$ cat src/tsd_pkg.sv
// Shared types and constants of the tar stream deframer.
// Depends on nothing; imported by every module of the block.
package tsd_pkg;

  localparam int BLOCK_BYTES        = 512;
  localparam int OFF_W              = $clog2(BLOCK_BYTES);
  localparam int NAME_BYTES         = 100;
  localparam int SIZE_OFFSET        = 124;
  localparam int MTIME_OFFSET       = 136;
  localparam int DEF_OCTAL_DIGITS   = 12;
  localparam int ACC_W              = 36;
  localparam int BYTE_W             = 8;
  localparam int KIND_W             = 2;
  localparam int OUT_TDATA_W        = 80;

  localparam logic [BYTE_W-1:0] CHAR_NUL   = 8'h00;
  localparam logic [BYTE_W-1:0] CHAR_SPACE = 8'h20;
  localparam logic [BYTE_W-1:0] CHAR_ZERO  = 8'h30;
  localparam logic [BYTE_W-1:0] CHAR_SEVEN = 8'h37;

  typedef enum logic [KIND_W-1:0] {
    KIND_NAME   = 2'd0,
    KIND_HEADER = 2'd1,
    KIND_DATA   = 2'd2,
    KIND_END    = 2'd3
  } tsd_kind_t;

  typedef struct packed {
    tsd_kind_t          kind;
    logic [BYTE_W-1:0]  byte_value;
    logic [ACC_W-1:0]   entry_size;
    logic [ACC_W-1:0]   entry_mtime;
    logic               last_data;
  } tsd_result_t;

endpackage

$ cat src/tsd_octal_field.sv
// Accumulator for one octal header field (size or mtime) of the deframer.
// Depends on tsd_pkg.
module tsd_octal_field
  import tsd_pkg::*;
(
  input  logic              clk,
  input  logic              rst_n,
  input  logic              feed,
  input  logic              clear,
  input  logic [BYTE_W-1:0] char_in,
  output logic [ACC_W-1:0]  value
);

  logic [ACC_W-1:0] acc_r, acc_nxt;
  logic             stopped_r, stopped_nxt;
  logic             is_digit;
  logic             is_term;

  assign is_digit = (char_in >= CHAR_ZERO) && (char_in <= CHAR_SEVEN);
  assign is_term  = (char_in == CHAR_SPACE) || (char_in == CHAR_NUL);

  always_comb begin
    acc_nxt     = acc_r;
    stopped_nxt = stopped_r;
    if (clear) begin
      acc_nxt     = '0;
      stopped_nxt = 1'b0;
    end else if (feed && !stopped_r) begin
      // A terminator only ends the field once some digit made it nonzero.
      if (is_digit) begin
        acc_nxt = {acc_r[ACC_W-4:0], char_in[2:0]};
      end else if (is_term && (acc_r != '0)) begin
        stopped_nxt = 1'b1;
      end
    end
  end

  always_ff @(posedge clk) begin
    if (!rst_n) begin
      acc_r     <= '0;
      stopped_r <= 1'b0;
    end else begin
      acc_r     <= acc_nxt;
      stopped_r <= stopped_nxt;
    end
  end

  assign value = acc_r;

endmodule

$ cat src/tsd_parser.sv
// Block-level parse state of the tar stream deframer: phase, offsets, counters.
// Depends on tsd_pkg and tsd_octal_field.
module tsd_parser
  import tsd_pkg::*;
#(
  parameter int OCTAL_FIELD_DIGITS = DEF_OCTAL_DIGITS
) (
  input  logic              clk,
  input  logic              rst_n,
  input  logic              step,
  input  logic [BYTE_W-1:0] char_in,
  output logic              emit,
  output tsd_result_t       result
);

  typedef enum logic [3:0] {
    PH_HEADER = 4'b0001,
    PH_DATA   = 4'b0010,
    PH_PAD    = 4'b0100,
    PH_DONE   = 4'b1000
  } tsd_phase_t;

  localparam logic [OFF_W-1:0] LAST_OFF   = OFF_W'(BLOCK_BYTES - 1);
  localparam logic [OFF_W-1:0] NAME_END   = OFF_W'(NAME_BYTES);
  localparam logic [OFF_W-1:0] SIZE_BEG   = OFF_W'(SIZE_OFFSET);
  localparam logic [OFF_W-1:0] SIZE_END   = OFF_W'(SIZE_OFFSET + OCTAL_FIELD_DIGITS);
  localparam logic [OFF_W-1:0] MTIME_BEG  = OFF_W'(MTIME_OFFSET);
  localparam logic [OFF_W-1:0] MTIME_END  = OFF_W'(MTIME_OFFSET + OCTAL_FIELD_DIGITS);

  tsd_phase_t       phase_r, phase_nxt;
  logic [OFF_W-1:0] offset_r, offset_nxt;
  logic             name_done_r, name_done_nxt;
  logic             all_zero_r, all_zero_nxt;
  logic [ACC_W-1:0] data_left_r, data_left_nxt;
  logic [OFF_W-1:0] pad_left_r, pad_left_nxt;
  logic [ACC_W-1:0] size_val, mtime_val;
  logic             in_header;
  logic             size_feed, mtime_feed;
  logic             hdr_clear;

  assign in_header  = step && (phase_r == PH_HEADER);
  assign size_feed  = in_header && (offset_r >= SIZE_BEG) && (offset_r < SIZE_END);
  assign mtime_feed = in_header && (offset_r >= MTIME_BEG) && (offset_r < MTIME_END);
  assign hdr_clear  = in_header && (offset_r == LAST_OFF);

  tsd_octal_field u_size (
    .clk     (clk),
    .rst_n   (rst_n),
    .feed    (size_feed),
    .clear   (hdr_clear),
    .char_in (char_in),
    .value   (size_val)
  );

  tsd_octal_field u_mtime (
    .clk     (clk),
    .rst_n   (rst_n),
    .feed    (mtime_feed),
    .clear   (hdr_clear),
    .char_in (char_in),
    .value   (mtime_val)
  );

  always_comb begin
    phase_nxt     = phase_r;
    offset_nxt    = offset_r;
    name_done_nxt = name_done_r;
    all_zero_nxt  = all_zero_r;
    data_left_nxt = data_left_r;
    pad_left_nxt  = pad_left_r;
    emit          = 1'b0;
    result        = '{kind: KIND_NAME, byte_value: '0, entry_size: '0,
                      entry_mtime: '0, last_data: 1'b0};
    if (step) begin
      unique case (phase_r)
        PH_HEADER: begin
          all_zero_nxt = all_zero_r && (char_in == CHAR_NUL);
          if ((offset_r < NAME_END) && !name_done_r) begin
            if (char_in == CHAR_NUL) begin
              name_done_nxt = 1'b1;
            end else begin
              emit              = 1'b1;
              result.kind       = KIND_NAME;
              result.byte_value = char_in;
            end
          end
          if (offset_r == LAST_OFF) begin
            emit = 1'b1;
            if (all_zero_nxt) begin
              result.kind = KIND_END;
              phase_nxt   = PH_DONE;
            end else begin
              result.kind        = KIND_HEADER;
              result.entry_size  = size_val;
              result.entry_mtime = mtime_val;
              data_left_nxt      = size_val;
              pad_left_nxt       = OFF_W'(0) - size_val[OFF_W-1:0];
              phase_nxt          = (size_val != '0) ? PH_DATA : PH_HEADER;
            end
            offset_nxt    = '0;
            name_done_nxt = 1'b0;
            all_zero_nxt  = 1'b1;
          end else begin
            offset_nxt = offset_r + OFF_W'(1);
          end
        end
        PH_DATA: begin
          emit              = 1'b1;
          result.kind       = KIND_DATA;
          result.byte_value = char_in;
          result.last_data  = (data_left_r == ACC_W'(1));
          if (data_left_r != '0) begin
            data_left_nxt = data_left_r - ACC_W'(1);
          end
          if (data_left_nxt == '0) begin
            phase_nxt = (pad_left_r != '0) ? PH_PAD : PH_HEADER;
          end
        end
        PH_PAD: begin
          if (pad_left_r != '0) begin
            pad_left_nxt = pad_left_r - OFF_W'(1);
          end
          if (pad_left_nxt == '0) begin
            phase_nxt = PH_HEADER;
          end
        end
        PH_DONE: begin
          phase_nxt = PH_DONE;
        end
        default: begin
          phase_nxt = PH_HEADER;
        end
      endcase
    end
  end

  always_ff @(posedge clk) begin
    if (!rst_n) begin
      phase_r     <= PH_HEADER;
      offset_r    <= '0;
      name_done_r <= 1'b0;
      all_zero_r  <= 1'b1;
      data_left_r <= '0;
      pad_left_r  <= '0;
    end else begin
      phase_r     <= phase_nxt;
      offset_r    <= offset_nxt;
      name_done_r <= name_done_nxt;
      all_zero_r  <= all_zero_nxt;
      data_left_r <= data_left_nxt;
      pad_left_r  <= pad_left_nxt;
    end
  end

endmodule

$ cat src/tar_stream_deframer_unit.sv
// Top level of the tar stream deframer: input register, parser, result register.
// Depends on tsd_pkg and tsd_parser.
//
// The deframer takes a ustar archive one byte per input beat and turns it into
// a stream of result beats: name bytes of each header (kind 0), one header
// record per entry with its parsed size and modification time (kind 1), the
// entry's data bytes with tlast on the final one (kind 2), and a single
// end-of-archive beat (kind 3) for the first all-zero header block, after
// which every input byte is taken and dropped. Padding to the 512-byte block
// boundary and header bytes other than the name are consumed silently. The
// block accepts one byte per clock cycle, sustained, with no bubbles while the
// result side does not stall: a byte is held in the input register, is parsed
// by the short logic behind it, and the result it yields, if any, lands in the
// result register. The only stall is back-pressure on the result side, which
// reaches in_tready through the input register in the same cycle.
// Checksums are not verified and a truncated archive is not detected.
module tar_stream_deframer_unit
  import tsd_pkg::*;
#(
  parameter int OCTAL_FIELD_DIGITS = DEF_OCTAL_DIGITS
) (
  input  logic                   clk,
  input  logic                   rst_n,
  input  logic                   in_tvalid,
  output logic                   in_tready,
  input  logic [BYTE_W-1:0]      in_tdata,   // [7:0] in_byte
  output logic                   out_tvalid,
  input  logic                   out_tready,
  output logic [OUT_TDATA_W-1:0] out_tdata,  // [7:0] byte_value, [43:8] entry_size,
                                             // [79:44] entry_mtime
  output logic [KIND_W-1:0]      out_tuser,  // [1:0] kind
  output logic                   out_tlast   // last_data
);

  // Input register: holds one accepted byte until the parser can take it.
  logic              in_valid_r, in_valid_nxt;
  logic [BYTE_W-1:0] in_byte_r;
  logic              advance;

  // Result register.
  logic              out_valid_r, out_valid_nxt;
  tsd_result_t       out_res_r;

  logic              emit;
  tsd_result_t       result;

  // The held byte moves on whenever the result register is free or is being
  // drained in this cycle; a byte that produces no result moves on as well.
  assign advance      = in_valid_r && (!out_valid_r || out_tready);
  assign in_tready    = !in_valid_r || advance;
  assign in_valid_nxt = (in_tvalid && in_tready) || (in_valid_r && !advance);

  tsd_parser #(
    .OCTAL_FIELD_DIGITS (OCTAL_FIELD_DIGITS)
  ) u_parser (
    .clk     (clk),
    .rst_n   (rst_n),
    .step    (advance),
    .char_in (in_byte_r),
    .emit    (emit),
    .result  (result)
  );

  assign out_valid_nxt = advance ? emit : (out_valid_r && !out_tready);

  always_ff @(posedge clk) begin
    if (!rst_n) begin
      in_valid_r  <= 1'b0;
      out_valid_r <= 1'b0;
    end else begin
      in_valid_r  <= in_valid_nxt;
      out_valid_r <= out_valid_nxt;
    end
  end

  // Payload registers load without reset.
  always_ff @(posedge clk) begin
    if (in_tvalid && in_tready) begin
      in_byte_r <= in_tdata;
    end
    if (advance && emit) begin
      out_res_r <= result;
    end
  end

  assign out_tvalid = out_valid_r;
  assign out_tdata  = {out_res_r.entry_mtime, out_res_r.entry_size, out_res_r.byte_value};
  assign out_tuser  = out_res_r.kind;
  assign out_tlast  = out_res_r.last_data;

endmodule

$ cat config.mk
export PLATFORM = sky130hd
export DESIGN_NAME = tar_stream_deframer_unit
export DESIGN_NICKNAME = d
export VERILOG_FILES = /design/src/tsd_pkg.sv /design/src/tsd_octal_field.sv /design/src/tsd_parser.sv /design/src/tar_stream_deframer_unit.sv
export SDC_FILE = /design/constraint.sdc
export NUM_CORES = 1
export LEC_CHECK = 0
export ABC_AREA = 1
export ABC_CLOCK_PERIOD_IN_PS = 20600
export BUFFER_PORTS_ARGS = -buffer_cell sky130_fd_sc_hd__buf_4
export CAP_MARGIN = 0
export CORE_MARGIN = 8
export CORE_UTILIZATION = 50
export CTS_CLUSTER_DIAMETER = 100
export DETAILED_ROUTE_END_ITERATION = 16
export PLACE_DENSITY_LB_ADDON = 0.3
export SYNTH_ARGS = -nofsm -noshare
export SYNTH_HDL_FRONTEND = slang
export SYNTH_SLANG_ARGS = --single-unit
$ cat constraint.sdc
create_clock -name clk -period 20.6 [get_ports clk]
set_input_delay 4.12 -clock clk [delete_from_list [all_inputs] [get_ports clk]]
set_output_delay 4.12 -clock clk [all_outputs]
set_load 0.005 [all_outputs]
# Word level (Yosys, flattened, before mapping)
# Index checks and enable logic that the tools add are counted.
[classes]
n_addsub = 4
order_cmp = 7
eq_ne = 11
muxes = 35
n_bitwise = 5
reduce_logical = 52
[ops]
columns = ["operator", "n"]
rows = [
  ["$mux W36", 5],
  ["$reduce_bool A36 Y1", 3],
  ["$pmux W36 S2", 1],
  ["$mux W9", 6],
  ["$eq A36 B1 Y1 const B", 1],
  ["$logic_not A36 Y1", 1],
  ["$sub A36 B1 Y36 const B", 1],
  ["$pmux W10 S2", 1],
  ["$logic_and A1 B1 Y1", 18],
  ["$lt A9 B8 Y1 const B", 2],
  ["$pmux W9 S2", 1],
  ["$mux W4", 4],
  ["$pmux W4 S4", 1],
  ["$reduce_and A4 Y1", 4],
  ["$mux W10", 1],
  ["$add A9 B1 Y9 const B", 1],
  ["$eq A9 B9 Y1 const B", 1],
  ["$ge A9 B7 Y1 const B", 1],
  ["$ge A9 B8 Y1 const B", 1],
  ["$logic_not A9 Y1", 1],
  ["$lt A9 B7 Y1 const B", 1],
  ["$mux W1", 9],
  ["$reduce_bool A9 Y1", 1],
  ["$sub A1 B9 Y9 const A", 1],
  ["other kinds (23)", 47],
]
[totals]
reg_bits = 227
out_inout_bits = 85

# Longest topological paths before layout
# Gate-level depths: netlist of run 1.
[logic_depth]
ltp_word = 8
ltp_mapped = 19
ltp_nobuf = 19

# Cells and area by module
# From an unflattened synthesis of run 1, not the netlist that was laid out.
[unflattened]
hier_cells = 1450
hier_area_um2 = 11219.5
[modules_own_cells]
columns = ["mod", "n_inst", "cells_per_inst", "area_per_inst_um2"]
rows = [
  ["tsd_parser", 1, 942, 5432.7],
  ["tsd_octal_field", 2, 200, 1466.4],
  ["tar_stream_deframer_unit", 1, 108, 2854.0],
]

# Least setup slack after synthesis of run 1
# No wires, ideal clock.
[synth_timing]
path_kind = "input to register"
from = "input out_tready"
to = "register out_res_r, in the netlist out_tdata[0] (enable)"
t_arrival_ns = 10.782
required_time_ns = 19.951
setup_slack_ns = 9.170
path_stages = 6
n_path_buf = 0
cell_sequence = "inv_1 nand2_1 nand2_1 nor2_8 inv_4 o31ai_1"
[synth_via]
elab_chain_cells = 4
[synth_lines]
columns = ["element", "line_no", "rtl"]
rows = [
  ["from (decl)", "tar_stream_deframer_unit.sv:28", "input logic out_tready,"],
  ["$logic_or A1 B1 Y1 *", "tar_stream_deframer_unit.sv:49", "assign advance = in_valid_r && (!out_valid_r || out_tready);"],
  ["$logic_and A1 B1 Y1 *", "tar_stream_deframer_unit.sv:49", ""],
  ["$mux W1", "tsd_parser.sv:74", "if (step) begin"],
  ["$logic_and A1 B1 Y1 *", "tar_stream_deframer_unit.sv:81", "if (advance && emit) begin"],
  ["to (signal assigned)", "tar_stream_deframer_unit.sv:82", "out_res_r <= result;"],
  ["to (decl)", "tar_stream_deframer_unit.sv:42", "tsd_result_t out_res_r;"],
]
# Every way passes the cells marked *; elsewhere a longest branch is shown, timed or not.
# A chain may end at the register's enable or synchronous reset.

# Worst setup path after layout of run 1
[layout_timing]
from = "input out_tready"
to = "output in_tready"
[layout_via]
elab_chain_cells = 3
[layout_lines]
columns = ["element", "line_no", "rtl"]
rows = [
  ["$logic_or A1 B1 Y1", "tar_stream_deframer_unit.sv:49", ""],
  ["$logic_and A1 B1 Y1", "tar_stream_deframer_unit.sv:49", ""],
  ["$logic_or A1 B1 Y1", "tar_stream_deframer_unit.sv:50", "assign in_tready = !in_valid_r || advance;"],
  ["to (decl)", "tar_stream_deframer_unit.sv:25", "output logic in_tready,"],
]
# No other way between the ends.

==> results of run 1 <==
[routing by layer]
metal  up-vias  wire length [um]  GRT usage (%)
met5         -                 0              0
met3        48              1590           3.39
met1      4203             12100           26.3
li1       4493                 -              -
met2       234             12400           33.2
met4         0               602           5.56
[final timing paths]
path / from / to / cells past startpoint
max reg2reg: u_parser.phase_r[2] / out_tdata[28] / 8
max: out_tready / in_tready / 6
min: u_parser.pad_left_r[8] / u_parser.pad_left_r[8] / 2
min reg2reg: u_parser.pad_left_r[8] / u_parser.pad_left_r[8] / 2
[through the flow]
| stage | hold WS, ps | cells | area (um2) | util (%) | setup slack [ps] |
|---|---|---|---|---|---|
| 3_3_place_gp | 445 | 1616 | 11500 | 55.1 | 11880 |
| 5_1_grt | 489 | 1660 | 12400 | 59.0 | 11770 |
| 6_report | 465 | 1660 | 12400 | 59.0 | 11870 |
| 4_1_cts | 468 | 1660 | 12400 | 59.0 | 11870 |
| 2_1_floorplan | 430 | 1291 | 10600 | - | 9170 |
| 3_5_place_dp | 459 | 1616 | 11500 | 55.1 | 11870 |
[kinds of logic (layout without fill, tap and decap cells)]
family / Yosys count / count (layout)
simple gates: 563 / 563
fa+ha+maj: 8 / 8
xor+xnor: 23 / 23
flops: 227 / 227
compound gates: 257 / 257
buf+inv: 213 / 307
[synthesized netlist by cell type, drive strengths merged, types with 6 or more instances]
library cell	count	area share, %
a221oi	26	2.1
clkbuf	40	1.4
edfxtp	91	26
buf	16	1.1
inv	156	5.5
xor2	20	1.6
o21ai	77	3.7
dfxtp	136	26
nor4	6	0.49
nor2	248	9.4
nand2	183	6.7
nand4	29	1.7
nand3	68	3.2
a21oi	101	4.9
ha	8	0.94
a211oi	38	2.7
nor3	19	1.0
[layout by cell type, fill, tap and decap left out, types with 5 or more instances in the layout]
master	Yosys	layout
inv_1	151	151
nor2_2	12	12
edfxtp_1	91	91
a21oi_1	100	100
dfxtp_1	136	136
clkbuf_16	0	26
a31oi_1	5	5
nand3_1	67	67
a221oi_1	26	26
nor2_1	232	231
or2_2	5	5
buf_4	1	106
nor4_1	5	5
a211oi_1	38	38
xor2_1	20	20
ha_1	8	8
o21ai_0	74	74
nor3_1	17	16
clkinv_2	0	6
nand4_1	29	29
nand2_1	177	176
[power by group through the flow]
stage	logic [W]	registers, W	clock network, W
after floorplan	0.0000636	0.000511	0
after global placement	0.000109	0.000508	0
after detailed placement	0.000110	0.000507	0
after CTS	0.000110	0.000498	0.000454
after global routing	0.000121	0.000500	0.000468
final	0.000109	0.000498	0.000447
[state kept, by name, summed over array words and instances, names as in the netlist]
register                    flops
in_valid_r                      1
u_parser.all_zero_r             1
u_parser.u_mtime.value         36
u_parser.phase_r                4
u_parser.u_size.stopped_r       1
u_parser.u_size.value          36
u_parser.u_mtime.stopped_r      1
out_tuser                       2
u_parser.offset_r               9
out_tlast                       1
in_byte_r                       8
u_parser.name_done_r            1
out_tvalid                      1
u_parser.pad_left_r             9
out_tdata                      80
u_parser.data_left_r           36
[critical path, stage by stage]
cell and delay, ps:
buf_4 110, inv_1 40, nand2_1 50, inv_1 60, nand2_1 80, buf_4 150
[cell type report]
class                      instances  area, um2  area share [%]
tap                              275        344            2.78
multi-input combinational        851       4360            35.2
timing repair buffer             106        796            6.43
inverter                         157        592            4.78
sequential                       227       5460            44.1
clock inverter                    11        113           0.910
clock buffer                      33        717            5.79
==> flow_metrics.env, run 1 <==
export IMPL_status="complete, no violations"
export IMPL_r2r_slack_ps=17270
export IMPL_cts_resized_gates=0
export IMPL_portBuffers=96
export IMPL_critPathMaxFanout=3
export IMPL_synth_edf_count=91
export IMPL_postCtsHoldBufs=0
export IMPL_maxSlewHeadroom_pct=17.6
export IMPL_clock_sinks=227
export IMPL_critical_path_class="primary input to primary output"
export IMPL_swShare_pct=24.0
export IMPL_dr_pass1_iters=5
export IMPL_die_y_um=162
export IMPL_fin_nets=1387
export IMPL_ant_nets=0
export IMPL_grt_pass1_wl_mm=43.7
export IMPL_numCtsBuffers=24
export IMPL_yosys_warnings=0
export IMPL_drt_first_iter_violations=552
export IMPL_start_util_pct=50.7
export IMPL_synth_ff_type="dfxtp_1"
export IMPL_cts_tree="yes"
export IMPL_synthSimpleGateAreaFrac_pct=23.3
export IMPL_core_area_um2=21000
export IMPL_via_count=8978
export IMPL_synthMuxAreaShare_pct=0
export IMPL_arrival_ps=4610
export IMPL_drive_gt1_share_pct=14.0
export IMPL_p_seq_share_pct=47.3
export IMPL_p_int_w=0.000800
export IMPL_fp_row_count=53
export IMPL_power_frac_clock_pct=42.4
export IMPL_worst_pin_slew_ps=1240
export IMPL_syn_nets=1311
export IMPL_pwr_density_cell_nw_per_um2=85.2
export IMPL_end_kind="primary output"
export IMPL_fin_crit_sh_pct=42.4
export IMPL_wl_mm=26.7
export IMPL_crit_path_start_kind="primary input"
export IMPL_syn_inst=1291
export IMPL_fmax_ghz=0.115
export IMPL_synth_seq_cells=227
export IMPL_final_max_slew_viol_count=0
export IMPL_wl_per_cell_um=16.1
export IMPL_die_area_um2=26200
export IMPL_vdd_drop_max_uv=76.1
export IMPL_grt_pass1_vias=8828
export IMPL_fin_setup_tns_ps=0
export IMPL_cap_violations=0
export IMPL_p_comb_share_pct=10.4
export IMPL_p_leak_nw=4.98
export IMPL_ys_types=45
export IMPL_setup_viol_count_final=0
export IMPL_antennaDiodeCount=0
export IMPL_htree_levels=1
export IMPL_clkLatencyLatePin_ps=510
export IMPL_antenna_found_initial=0
export IMPL_grtUsageTotal_pct=19.9
export IMPL_yosysSeqAreaShare_pct=51.3
export IMPL_fin_crit_ps=8730
export IMPL_post_dp_hpwl_mm=18.5
export IMPL_required_ps=16480
export IMPL_cts_buffer_depth=3
export IMPL_rsz0062_at_grt="false"
export IMPL_grt_max_degree=73
export IMPL_pin_count=97
export IMPL_nFillCells=1893
export IMPL_fin_skew_ps=8.32
export IMPL_syn_area_um2=10600
export IMPL_post_cts_setup_buffer_count=0
export IMPL_p_switching_w=0.000253
export IMPL_root_buffer="clkbuf_16"
export IMPL_viasPerCell=5.41
export IMPL_synth_compound_area_share_pct=14.5
export IMPL_synthAdderAreaFrac_pct=0.942
export IMPL_dieWidth_um=162
export IMPL_drc=0
export IMPL_area_growth_pct=16.4
export IMPL_synth_xor_area_share_pct=1.90
export IMPL_clkTransAtPathRegs_ps=60
export IMPL_syn_area_per_cell_um2=8.23
export IMPL_hp_class="flop to flop"
export IMPL_hold_viol_final=0
export IMPL_async_flop_share_pct=0
export IMPL_finalPower_w=0.00105
export IMPL_synth_top_family_by_area="simple AND/OR/NAND/NOR gates"
export IMPL_overflow=0
export IMPL_gp_congestion=0.921
Power figures use the tool's default switching activity.
==> inputs of run 2 (changes only) <==
--- a/config.mk
+++ b/config.mk
@@ -6,7 +6,7 @@
 export NUM_CORES = 1
 export LEC_CHECK = 0
 export ABC_AREA = 1
-export ABC_CLOCK_PERIOD_IN_PS = 20600
+export ABC_CLOCK_PERIOD_IN_PS = 7600
 export BUFFER_PORTS_ARGS = -buffer_cell sky130_fd_sc_hd__buf_4
 export CAP_MARGIN = 0
 export CORE_MARGIN = 8
==> constraint.sdc (replaced) <==
create_clock -name clk -period 7.6 [get_ports clk]
set_input_delay 1.52 -clock clk [delete_from_list [all_inputs] [get_ports clk]]
set_output_delay 1.52 -clock clk [all_outputs]
set_load 0.005 [all_outputs]
==> flow_metrics.env, run 2 (synthesis results as in run 1) <==
export IMPL_status="complete, no violations"
export IMPL_layout_common_cells="nor2_1, nand2_1, inv_1"
export IMPL_dpl_cell_area_um2=11500
export IMPL_end_kind="flop"
export IMPL_drc=0
export IMPL_grt_pass1_vias=8734
export IMPL_cts_tree="yes"
export IMPL_holdWs_ps=463
export IMPL_grt_pass1_wl_mm=44.1
export IMPL_viasPerCell=5.45
export IMPL_ant_nets=0
export IMPL_arrival_ps=3940
export IMPL_start_util_pct=50.7
export IMPL_setup_viol_count_final=0
export IMPL_crit_slowest_cell="o31ai_4"
export IMPL_post_cts_setup_buffer_count=0
export IMPL_cts_buffer_depth=3
export IMPL_fin_crit_ps=3810
export IMPL_worst_pin_slew_ps=1240
export IMPL_dr_pass1_iters=5
export IMPL_fin_skew_ps=17.9
export IMPL_hold_viol_final=0
export IMPL_drt_first_iter_violations=642
export IMPL_die_y_um=162
export IMPL_post_dp_hpwl_mm=18.9
export IMPL_numCtsBuffers=24
export IMPL_design_area_um2=12400
export IMPL_pwr_density_cell_nw_per_um2=232
export IMPL_largest_reg_flops=80
export IMPL_fp_row_count=53
export IMPL_final_max_slew_viol_count=0
export IMPL_wl_per_cell_um=16.5
export IMPL_postCtsHoldBufs=0
export IMPL_root_buffer="clkbuf_16"
export IMPL_fin_setup_tns_ps=0
export IMPL_required_ps=7730
export IMPL_crit_path_start_kind="primary input"
export IMPL_critical_path_class="primary input to flop"
export IMPL_clkLatencyLatePin_ps=510
export IMPL_wl_mm=27.4
export IMPL_htree_levels=1
export IMPL_clock_sinks=227
export IMPL_gp_congestion=0.942
export IMPL_cpPeakStageDelay_ps=920
export IMPL_layout_commonest_cell="nor2_1"
export IMPL_clkTransAtPathRegs_ps=60
export IMPL_cts_resized_gates=0
export IMPL_fin_crit_sh_pct=50.1
export IMPL_maxSlewHeadroom_pct=17.1
export IMPL_fin_nets=1387
export IMPL_portBuffers=96
export IMPL_path_cells="buf_4 -> inv_1 -> nand2_1 -> nand2_1 -> nor2_8 -> inv_4 -> o31ai_4 -> buf_4"
export IMPL_fmax_ghz=0.263
export IMPL_vdd_drop_max_uv=206
export IMPL_core_area_um2=21000
export IMPL_antennaDiodeCount=0
export IMPL_via_count=9053
export IMPL_overflow=0
export IMPL_dieWidth_um=162
export IMPL_critPathMaxFanout=61
export IMPL_grt_max_degree=73
export IMPL_rsz0062_at_grt="false"
export IMPL_pin_count=97
export IMPL_finalPower_w=0.00288
export IMPL_cap_violations=0
export IMPL_hp_class="flop to flop"
export IMPL_p_leak_nw=4.98
export IMPL_antenna_found_initial=0
export IMPL_drive_gt1_share_pct=13.8
export IMPL_nFillCells=1923
export IMPL_die_area_um2=26200
export IMPL_grtUsageTotal_pct=20.3
export IMPL_area_growth_pct=16.5
run 2: cell types whose count changed in the layout (fill, tap and decap cells not counted), sizes merged:
cell / previous run / this run
clkinv: 8 / 5
clkbuf: 33 / 35
clkinvlp: 1 / 2
run 2: final timing paths:
check,slack (ps),cells after the start,to,from
setup / recovery,3790,8,out_tdata[31],out_tready
hold / removal,460,2,u_parser.name_done_r,u_parser.name_done_r
setup reg to reg,4270,9,out_tdata[31],u_parser.phase_r[2]
hold reg to reg,460,2,u_parser.name_done_r,u_parser.name_done_r
run 2: power by group:
| part | switching, W | internal, W |
|---|---|---|
| sequential | 0.0000238 | 0.00133 |
| combinational | 0.000183 | 0.000114 |
| clock | 0.000488 | 0.000743 |
run 2: cell type report:
class	instances	area [um2]	area share [%]
clock buffer	35	736	5.94
clock inverter	9	106	0.859
inverter	157	592	4.78
multi-input combinational	851	4360	35.2
sequential	227	5460	44.0
tap	275	344	2.78
timing repair buffer	106	796	6.43
run 2: per-stage QoR:
| stage | instances | setup WS (ps) | utilization [%] |
|---|---|---|---|
| global route | 1660 | 3600 | 59.1 |
| global placement | 1616 | 3280 | 55.1 |
| CTS | 1660 | 3780 | 59.1 |
| finish | 1660 | 3790 | 59.1 |
| floorplan | 1291 | 1400 | - |
| detailed placement | 1616 | 3240 | 55.1 |
run 2: worst max-delay path, delay by kind of cell:
| kind | cells | cell delay (ps) |
|---|---|---|
| buf+inv | 4 | 990 |
| compound gates | 1 | 920 |
| simple gates | 3 | 450 |
run 2: per-layer routing:
metal  vias up  track usage [%]  routed length, um
met1      4255             27.1              12300
met3        43             3.39               1660
met2       256             33.5              12900
li1       4499                -                  -
met5         -                0                  0
met4         0             5.13                482
